## config.mk

```make
export PLATFORM = sky130hd
export DESIGN_NAME = hit_count_rank_sorter_top
export DESIGN_NICKNAME = d
export VERILOG_FILES = /design/src/rtl/hcrs_pkg.sv /design/src/rtl/hcrs_store.sv /design/src/rtl/hcrs_ctrl.sv /design/src/rtl/hit_count_rank_sorter_top.sv
export SDC_FILE = /design/constraint.sdc
export NUM_CORES = 2
export LEC_CHECK = 0
export ABC_AREA = 1
export BUFFER_PORTS_ARGS = -buffer_cell sky130_fd_sc_hd__buf_4
export CAP_MARGIN = 20
export CORE_ASPECT_RATIO = 0.8
export CORE_MARGIN = 2
export CORE_UTILIZATION = 44
export DETAILED_ROUTE_END_ITERATION = 10
export REMOVE_ABC_BUFFERS = 1
export SLEW_MARGIN = 20
export SYNTH_ARGS = -nofsm -noshare
export SYNTH_HDL_FRONTEND = slang
export SYNTH_HIERARCHICAL = 1
export SYNTH_SLANG_ARGS = --single-unit
```

## constraint.sdc

```tcl
create_clock -name aclk -period 4.3 [get_ports aclk]
set_clock_uncertainty 0.2 [all_clocks]
set_input_delay 0.645 -clock aclk [delete_from_list [all_inputs] [get_ports aclk]]
set_output_delay 0.645 -clock aclk [all_outputs]
set_load 0.005 [all_outputs]
```

## src/rtl/hcrs_pkg.sv

```systemverilog
// Package for the hit count rank sorter.
// Holds the stored entry type, the sequencer state type and the output load bundle.
// No dependencies; imported by every other file of the block.
package hcrs_pkg;

    localparam int ENTRY_IDX_W = 5;
    localparam int HIT_COUNT_W = 32;

    typedef struct packed {
        logic [ENTRY_IDX_W-1:0] entry_index;
        logic [HIT_COUNT_W-1:0] hit_count;
    } entry_t;

    typedef enum logic [2:0] {
        ST_FILL,
        ST_KEY_RD,
        ST_KEY_LD,
        ST_CMP,
        ST_PLACE,
        ST_OUT_RD,
        ST_OUT_LD
    } state_t;

    typedef struct packed {
        logic   load;
        logic   last;
        entry_t entry;
    } out_load_t;

endpackage

```

## src/rtl/hcrs_store.sv

```systemverilog
// Entry store of the rank sorter: one write port and one read port with registered data.
// Depends on hcrs_pkg for the entry type.
module hcrs_store #(
    parameter int  DEPTH = 32,
    localparam int AW    = $clog2(DEPTH)
) (
    input  logic            aclk,
    input  logic            we,
    input  logic [AW-1:0]   waddr,
    input  hcrs_pkg::entry_t wdata,
    input  logic [AW-1:0]   raddr,
    output hcrs_pkg::entry_t rdata
);
    import hcrs_pkg::*;

    entry_t mem [DEPTH];
    entry_t rdata_reg;

    always_ff @(posedge aclk) begin
        if (we) begin
            mem[waddr] <= wdata;
        end
        rdata_reg <= mem[raddr];
    end

    assign rdata = rdata_reg;

endmodule

```

## src/rtl/hcrs_ctrl.sv

```systemverilog
// Sequencer of the rank sorter: collects entries, runs the insertion ranking with one
// shared comparator over the entry store, and reads the ranked entries out.
// Depends on hcrs_pkg; drives hcrs_store.
module hcrs_ctrl #(
    parameter int  MAX_ENTRIES = 32,
    localparam int AW          = $clog2(MAX_ENTRIES)
) (
    input  logic                                aclk,
    input  logic                                aresetn,
    input  logic                                s_valid,
    output logic                                s_ready,
    input  logic [hcrs_pkg::HIT_COUNT_W-1:0]    s_hit_count,
    input  logic                                s_last_item,
    input  logic                                out_free,
    output hcrs_pkg::out_load_t                 out_load,
    output logic                                st_we,
    output logic [AW-1:0]                       st_waddr,
    output hcrs_pkg::entry_t                    st_wdata,
    output logic [AW-1:0]                       st_raddr,
    input  hcrs_pkg::entry_t                    rd_entry
);
    import hcrs_pkg::*;

    localparam int FW = $clog2(MAX_ENTRIES + 1);

    state_t         state_reg, state_next;
    logic [FW-1:0]  fill_reg, fill_next;
    logic [AW-1:0]  j_reg, j_next;
    logic [AW-1:0]  pos_reg, pos_next;
    logic [AW-1:0]  k_reg, k_next;
    entry_t         key_reg, key_next;

    logic           accept;
    logic           full;
    logic [FW-1:0]  fill_inc;
    logic           key_gt;
    logic           sort_done;
    logic           out_done;

    assign accept    = s_valid && s_ready;
    assign full      = (fill_reg == FW'(MAX_ENTRIES));
    assign fill_inc  = full ? fill_reg : fill_reg + FW'(1);
    assign key_gt    = (key_reg.hit_count > rd_entry.hit_count);
    assign sort_done = ((FW'(j_reg) + FW'(1)) == fill_reg);
    assign out_done  = (FW'(k_reg) == (fill_reg - FW'(1)));

    always_comb begin
        state_next = state_reg;
        case (state_reg)
            ST_FILL: begin
                if (accept && s_last_item) begin
                    state_next = (fill_inc > FW'(1)) ? ST_KEY_RD : ST_OUT_RD;
                end
            end
            ST_KEY_RD: state_next = ST_KEY_LD;
            ST_KEY_LD: state_next = ST_CMP;
            ST_CMP: begin
                if (key_gt) begin
                    state_next = (pos_reg == AW'(1)) ? ST_PLACE : ST_CMP;
                end else begin
                    state_next = sort_done ? ST_OUT_RD : ST_KEY_LD;
                end
            end
            ST_PLACE:  state_next = sort_done ? ST_OUT_RD : ST_KEY_LD;
            ST_OUT_RD: state_next = ST_OUT_LD;
            ST_OUT_LD: begin
                if (out_free) begin
                    state_next = out_done ? ST_FILL : ST_OUT_RD;
                end
            end
            default: state_next = ST_FILL;
        endcase
    end

    always_comb begin
        s_ready  = 1'b0;
        st_we    = 1'b0;
        st_waddr = pos_reg;
        st_wdata = key_reg;
        st_raddr = k_reg;
        out_load = '0;
        case (state_reg)
            ST_FILL: begin
                s_ready  = 1'b1;
                st_we    = accept && !full;
                st_waddr = fill_reg[AW-1:0];
                st_wdata = '{entry_index: ENTRY_IDX_W'(fill_reg), hit_count: s_hit_count};
            end
            ST_KEY_RD: st_raddr = j_reg;
            ST_KEY_LD: st_raddr = j_reg - AW'(1);
            ST_CMP: begin
                st_we = 1'b1;
                if (key_gt) begin
                    st_wdata = rd_entry;
                    st_raddr = pos_reg - AW'(2);
                end else begin
                    st_raddr = j_reg + AW'(1);
                end
            end
            ST_PLACE: begin
                st_we    = 1'b1;
                st_waddr = '0;
                st_raddr = j_reg + AW'(1);
            end
            ST_OUT_RD: st_raddr = k_reg;
            ST_OUT_LD: begin
                out_load.load  = out_free;
                out_load.last  = out_done;
                out_load.entry = rd_entry;
            end
            default: st_raddr = k_reg;
        endcase
    end

    always_comb begin
        fill_next = fill_reg;
        j_next    = j_reg;
        pos_next  = pos_reg;
        k_next    = k_reg;
        key_next  = key_reg;
        case (state_reg)
            ST_FILL: begin
                if (accept) begin
                    fill_next = fill_inc;
                    j_next    = AW'(1);
                    k_next    = '0;
                end
            end
            ST_KEY_LD: begin
                key_next = rd_entry;
                pos_next = j_reg;
            end
            ST_CMP: begin
                if (key_gt) begin
                    pos_next = pos_reg - AW'(1);
                end else if (!sort_done) begin
                    j_next = j_reg + AW'(1);
                end
            end
            ST_PLACE: begin
                if (!sort_done) begin
                    j_next = j_reg + AW'(1);
                end
            end
            ST_OUT_LD: begin
                if (out_free) begin
                    if (out_done) begin
                        fill_next = '0;
                    end else begin
                        k_next = k_reg + AW'(1);
                    end
                end
            end
            default: fill_next = fill_reg;
        endcase
    end

    always_ff @(posedge aclk) begin
        if (!aresetn) begin
            state_reg <= ST_FILL;
            fill_reg  <= '0;
        end else begin
            state_reg <= state_next;
            fill_reg  <= fill_next;
        end
    end

    always_ff @(posedge aclk) begin
        j_reg   <= j_next;
        pos_reg <= pos_next;
        k_reg   <= k_next;
        key_reg <= key_next;
    end

`ifndef ASSERT_OFF
    a_busy_after_last: assert property (@(posedge aclk) disable iff (!aresetn)
        (s_valid && s_ready && s_last_item) |=> !s_ready)
        else $error("input accepted right after the last beat of a list");

    a_fill_bounded: assert property (@(posedge aclk) disable iff (!aresetn)
        fill_reg <= FW'(MAX_ENTRIES))
        else $error("fill level beyond capacity");

    a_pos_in_range: assert property (@(posedge aclk) disable iff (!aresetn)
        (state_reg == ST_CMP) |-> (pos_reg != '0) && (pos_reg <= j_reg))
        else $error("insertion position out of range during compare");

    a_list_ends: assert property (@(posedge aclk) disable iff (!aresetn)
        (out_load.load && out_load.last) |=> (state_reg == ST_FILL) && (fill_reg == '0))
        else $error("list not cleared after its final result");
`endif

endmodule

```

## src/rtl/hit_count_rank_sorter_top.sv

```systemverilog
// Top level of the hit count rank sorter: sequencer, entry store and output register.
// Depends on hcrs_pkg, hcrs_store and hcrs_ctrl.
//
// Channel  Dir  Handshake          Payload
// s_       in   s_valid/s_ready    s_hit_count[31:0], s_last_item
// m_       out  m_valid/m_ready    m_entry_index[4:0], m_ranked_count[31:0], m_last_result
//
// While a list is being collected the input is always ready. A closing beat starts the ranking,
// which uses a single comparator over the one-read, one-write entry store. A list of one entry
// skips the ranking.
// Each result is then read from the store and loaded into the output register once that is free.
// The input is not ready from the closing beat until the final result is in the output register.
// Reset is synchronous and active low; it empties the list and the output register.
module hit_count_rank_sorter_top #(
    parameter int MAX_ENTRIES = 32
) (
    input  logic                             aclk,
    input  logic                             aresetn,
    input  logic                             s_valid,
    output logic                             s_ready,
    input  logic [hcrs_pkg::HIT_COUNT_W-1:0] s_hit_count,
    input  logic                             s_last_item,
    output logic                             m_valid,
    input  logic                             m_ready,
    output logic [hcrs_pkg::ENTRY_IDX_W-1:0] m_entry_index,
    output logic [hcrs_pkg::HIT_COUNT_W-1:0] m_ranked_count,
    output logic                             m_last_result
);
    import hcrs_pkg::*;

    localparam int AW = $clog2(MAX_ENTRIES);

    out_load_t       out_load;
    logic            out_free;
    logic            st_we;
    logic [AW-1:0]   st_waddr;
    entry_t          st_wdata;
    logic [AW-1:0]   st_raddr;
    entry_t          rd_entry;

    logic            m_valid_reg, m_valid_next;
    entry_t          m_entry_reg;
    logic            m_last_reg;

    assign out_free = !m_valid_reg || m_ready;

    hcrs_ctrl #(
        .MAX_ENTRIES (MAX_ENTRIES)
    ) u_ctrl (
        .aclk        (aclk),
        .aresetn     (aresetn),
        .s_valid     (s_valid),
        .s_ready     (s_ready),
        .s_hit_count (s_hit_count),
        .s_last_item (s_last_item),
        .out_free    (out_free),
        .out_load    (out_load),
        .st_we       (st_we),
        .st_waddr    (st_waddr),
        .st_wdata    (st_wdata),
        .st_raddr    (st_raddr),
        .rd_entry    (rd_entry)
    );

    hcrs_store #(
        .DEPTH (MAX_ENTRIES)
    ) u_store (
        .aclk  (aclk),
        .we    (st_we),
        .waddr (st_waddr),
        .wdata (st_wdata),
        .raddr (st_raddr),
        .rdata (rd_entry)
    );

    always_comb begin
        m_valid_next = m_valid_reg;
        if (out_load.load) begin
            m_valid_next = 1'b1;
        end else if (m_ready) begin
            m_valid_next = 1'b0;
        end
    end

    always_ff @(posedge aclk) begin
        if (!aresetn) begin
            m_valid_reg <= 1'b0;
        end else begin
            m_valid_reg <= m_valid_next;
        end
    end

    always_ff @(posedge aclk) begin
        if (out_load.load) begin
            m_entry_reg <= out_load.entry;
            m_last_reg  <= out_load.last;
        end
    end

    assign m_valid        = m_valid_reg;
    assign m_entry_index  = m_entry_reg.entry_index;
    assign m_ranked_count = m_entry_reg.hit_count;
    assign m_last_result  = m_last_reg;

endmodule

```

Word level (Yosys, flattened, before mapping)
Memory sizes are Yosys's and may differ from the RTL's. A register that Yosys moved wholly into a read port is not among the register bits.
Index checks and enable logic that the tools add are counted.
Widths: inputs -> output; s select.
Word-level totals
  bits in registers: 100
  latch bits: 0
  RAM bits: 1184
  ROM bits: 0
  input bits: 37
  word-level logic and storage cells: 91
  memories kept: 1
Cells by class
  $add $sub $neg: 8
  $mul: 0
  div/mod/pow operators: 0
  order comparisons: 2
  equal/unequal tests: 17
  shifts and indexed selects: 0
  muxes and demuxes: 35
  bitwise logic cells: 0
  reductions and logical operators: 17
Memories
  u_store.mem: depth 32, bits a word 37, rd ports 1, clocked after memory_dff 1, wr ports 1, RTL line hcrs_store.sv:16  | entry_t mem [DEPTH];
Operators with widths (number)
  $pmux 37 s2: 1
  $mux 5: 8
  $mux 39: 1
  $mux 37: 1
  $gt 32x32->1: 1
  $pmux 5 s2: 3
  $mux 6: 4
  $mux 3: 7
  $pmux 3 s7: 1
  $pmux 5 s4: 1
  $pmux 5 s3: 1
  $pmux 6 s2: 1
  $add 5x1->5 const B: 2
  $ne 2x1->1 const B: 5
  $sub 5x1->5 const B: 2
  $eq 3x3->1 const B: 3
  $reduce_and 4->1: 2
  $add 5x1->6 const B: 1
  $add 6x1->6 const B: 1
  $eq 3x2->1 const B: 2
  $eq 5x6->1: 1
  $eq 6x6->1: 1
  $eq 6x6->1 const B: 1
  $gt 6x1->1 const B: 1
  other kinds (16): 27

Longest topological paths before layout
  depth in word-level cells: 7
  depth in mapped cells: 31
  mapped depth without buffers: 26

By module
Netlist, hierarchy kept.
Modules (own cells, without submodules)
  hcrs_store: instances 1, cells an instance 4080, area each 49207.2 µm²
  hcrs_ctrl: instances 1, cells an instance 784, area each 5300.1 µm²
  hit_count_rank_sorter_top: instances 1, cells an instance 44, area each 1187.4 µm²

Worst setup path before layout
No wires, ideal clock.
  kind: register to register
  start point: register u_ctrl.state_reg[0]
  end point: memory u_store/mem[31][0] (netlist name) (enable)
  arrival time: 3.089 ns
  required time: 3.669 ns
  path slack: 0.579 ns
  stages on the path, launching flop included: 9
  period minus slack after synthesis: 3.721 ns
  path through: dfxtp_1 nor2_2 inv_2 nor2_2 clkbuf_1 nand2_1 o21ai_0 nand3_1 nor2_1
On the way
  elaborated cells between the ends (all ways): 11
RTL lines
  start: declaration: RTL line hcrs_ctrl.sv:26  | state_t state_reg, state_next;
  start signal: assignment: RTL line hcrs_ctrl.sv:163  | state_reg <= state_next;
  $eq 3x3->1 or $logic_not 3->1 (tied branches): RTL line hcrs_ctrl.sv:82  | case (state_reg)
  $pmux 5 s2 (*): RTL line hcrs_ctrl.sv:82
  named net st_waddr[0]: RTL line hit_count_rank_sorter_top.sv:36  | logic [AW-1:0] st_waddr;
  end: declaration: RTL line hcrs_store.sv:16
Mark *: on every way through the listed nets, which the timed path passes. The rest lies on a longest branch.

Final worst setup path
  start point: register u_store/rdata[27] (netlist name)
  end point: register u_store/rdata[21] (netlist name)
On the way
  word-level cells in the longest chain between the ends: 3
RTL lines
  $gt 32x32->1: RTL line hcrs_ctrl.sv:43  | assign key_gt = (key_reg.hit_count > rd_entry.hit_count);
  $mux 5: RTL line hcrs_ctrl.sv:93  | if (key_gt) begin
  $pmux 5 s4: RTL line hcrs_ctrl.sv:82
  named net st_raddr[0]: RTL line hit_count_rank_sorter_top.sv:38  | logic [AW-1:0] st_raddr;
The timed path passes the listed nets, and every way through them passes these cells.
A chain may end at the register's enable or synchronous reset.

==> flow_summary_export.csv <==
group,metric,value,unit
global_routing,grt_max_degree,70,
critical_path,arrival,4.41,ns
floorplan,start_util,44.4,%
cells_and_area,fin_nets,5171,
clocking,cts-root-buf,"clkbuf_16",
cells_and_area,diodes,0,
power,comb_power_share,49.5,%
sta,slew_viol_final,0,
cells_and_area,layout.cells.non_filler,6848,
routing,drc,0,
sta,fmax,254,MHz
sta,setup_viol,0,
routing,routedWlPerCell,24.8,um
floorplan,rows,116,
critical_path,reg2reg_from,"u_store/rdata[27]",
power,intPower,0.0329,W
logic_synthesis,synth_top_cell_by_area,"edfxtp_1",
sta,tightest_slew,1.09,ns
clocking,cts_tree,"yes",
sta,rsz0062_at_grt,"no",
sta,hold_viol,0,
floorplan,ioPinCount,77,
power,power_frac_seq,30.9,%
floorplan,die_h,322,um
cells_and_area,final_common_cell,"nand2_1",
logic_synthesis,synth.distinct_cells,45,
place,dpl.cell_count,6609,
logic_synthesis,async_reset_ff_share,0,%
clocking,clk_pin_slew_worst_paths,0.06,ns
place,dpl.hpwl,94500,um
logic_synthesis,synth.area.top_cells,"edfxtp_1, nand2_1, nand3_1",
sta,finalSetupTns,0,ns
place,globalplace.congestion,0.886,
global_routing,antenna_found_initial,2,
floorplan,coreArea,0.125,mm^2
routing,drt_iter0_drc,4933,
floorplan,die_x,402,um
cells_and_area,post-route-util,51.3,%
power,p_sw,0.0247,W
critical_path,worst_setup_path_end_kind,"register",
logic_synthesis,synth_edf_count,1274,
critical_path,critPathKind,"reg2reg",
cells_and_area,syn2layout_area_growth,15.5,%
routing,ant_nets,0,
clocking,post_cts_buffers,0,
sta,min_period,3.93,ns
global_routing,gr-total-overflow,0,
logic_synthesis,syn_area_per_cell,11.3,um^2
global_routing,grt_pass1_wl,247000,um
clocking,cts-buffers-inserted,132,
cells_and_area,layout.cells.most_common_list,"nand2_1, edfxtp_1, nand3_1",
logic_synthesis,ys_seq_area_share,70.4,%
logic_synthesis,syn_inst,4908,
global_routing,first_global_vias,35600,
power,peakVddDrop,0.564,mV
hold_path,min_path_type,"in2reg",
logic_synthesis,ys_seq_elements,1321,
logic_synthesis,synth_warnings,6,
logic_synthesis,ys.flop_type,"edfxtp_1",
critical_path,reg2reg_to,"u_store/rdata[21]",
sta,max_slew_margin,27.6,%
critical_path,startpoint_type,"register",
run,cap_violations,0,
critical_path,rr_worst_depth,23,
logic_synthesis,synth.cell_area,0.0557,mm^2
status,outcome,"complete, no violations",
routing,viasPerCell,5.63,
critical_path,rrSetupSlack,0.37,ns
routing,drt_pre_antenna_iters,8,
sta,worst_hold_slack,0.106,ns
floorplan,die-area,0.129,mm^2
cells_and_area,nFillCells,10900,
clocking,clock_sinks,1321,
cells_and_area,drive_above_1_share,11.4,%
critical_path,cp.required,4.77,ns
place,io_buffers,76,
cells_and_area,largest_reg_flops,1184,
sta,finalWorstSetupSlack,0.367,ns
routing,drt_wl_total,170000,um
clocking,clk_latency,0.76,ns
critical_path,cp-startpoint,"u_store/rdata[27]",
critical_path,crit_fanout,37,
logic_synthesis,synth_top_area_share,68.7,%
clocking,cts_buffer_depth,3,
sta,fin_crit_sh,91.5,%
power,switching_share,42.8,%
place,post-place-ws,0.470,ns
routing,vias,38600,
power,p_per_area,895,mW/mm^2
critical_path,cp-endpoint,"u_store/rdata[21]",
power,power_frac_clock,19.5,%
power,leakagePower,24.0,nW
global_routing,grt_use_total,26.1,%
clocking,htree_levels,4,
## cells in the mapped netlist, types with 2 or more instances
library cell / instances
buf_6: 79
nor2_2: 4
buf_12: 3
buf_4: 38
clkbuf_1: 24
nor3_1: 6
o21ai_1: 12
nand3_2: 2
edfxtp_1: 1274
nand2_2: 16
buf_1: 7
a21oi_1: 27
buf_8: 11
buf_2: 120
ha_1: 41
nor2_1: 114
nand3_1: 975
xor2_1: 19
inv_2: 6
nand2_1: 1910
o22ai_1: 2
nand4_1: 6
inv_1: 97
o21ai_0: 48
dfxtp_1: 47
## worst max-delay path, cell delays in order (launching register included)
cell and delay [ns]:
dfxtp_1 0.41, inv_1 0.12, ha_1 0.40, a21oi_1 0.33
o21ai_0 0.15, nand2_1 0.08, nand2_1 0.09, a21oi_1 0.14
buf_4 0.14, nand2_2 0.08, nand3_1 0.08, nand3_1 0.13
a21oi_4 0.19, buf_12 0.18, buf_12 0.21, buf_12 0.23
nand2_1 0.08, nand3_1 0.09, nand3_1 0.08, nand2_1 0.09
nand2_1 0.05, nand2_1 0.07, nand2_1 0.05, nand2_1 0.15
## worst min path at each step
stage                     endpoint               from  depth (start not counted)  slack [ns]
6_report       u_ctrl/state_reg[1]            m_ready                          6        0.11
2_1_floorplan   u_ctrl/key_reg[10]  u_store/rdata[10]                          0        0.21
4_1_cts        u_ctrl/state_reg[2]            m_ready                          6        0.06
5_1_grt        u_ctrl/state_reg[1]            m_ready                          6        0.12
3_5_place_dp    u_ctrl/key_reg[21]  u_store/rdata[21]                          0        0.22
3_3_place_gp    u_ctrl/key_reg[29]  u_store/rdata[29]                          0        0.21
## area by class of cell
cell class	instances	area, um^2	share of cell area (%)
well taps	1652	2070	3.21
clock inverters	52	469	0.730
repair buffers	333	4180	6.50
flip-flops and latches	1321	39200	61.0
multi-input cells	3200	14300	22.2
inverters	105	440	0.685
clock buffers	185	3690	5.75
## per-stage QoR
stage / area, um^2 / power (W)
global route: 64300 / 0.0610
detailed placement: 60100 / 0.0462
CTS: 64300 / 0.0575
finish: 64300 / 0.0576
global placement: 60100 / 0.0460
floorplan: 53600 / 0.0269
## power by group through the flow
stage	sequential [W]	combinational, W	clock (W)
4_1_cts	0.0178	0.0283	0.0114
3_3_place_gp	0.0180	0.0279	0
3_5_place_dp	0.0181	0.0282	0
2_1_floorplan	0.0180	0.00892	0
5_1_grt	0.0179	0.0312	0.0119
6_report	0.0178	0.0285	0.0113
## metal layers
layer,vias up,part of all wire (%),global-route usage [%]
li1,17400,-,-
met1,19100,43,38.6
met2,1867,44,39.5
met3,268,9.4,4.13
met4,0,3.0,8.39
met5,-,0,0
## repair_timing
| action | CTS | global route |
|---|---|---|
| hold endpoints to repair | 9 | 0 |
| hold buffers | 2 | 0 |
| resized for setup | 0 | 0 |
## kinds of logic after synthesis
logic type	synth area share [%]
buffers and inverters	4.54
adders and majority gates	0.921
DFF	70.4
and+or+nand+nor	22.9
xor gates and xnor gates	0.315
AOI/OAI and AO/OA	0.959
Note: power is estimated with default switching activity, not from simulation.
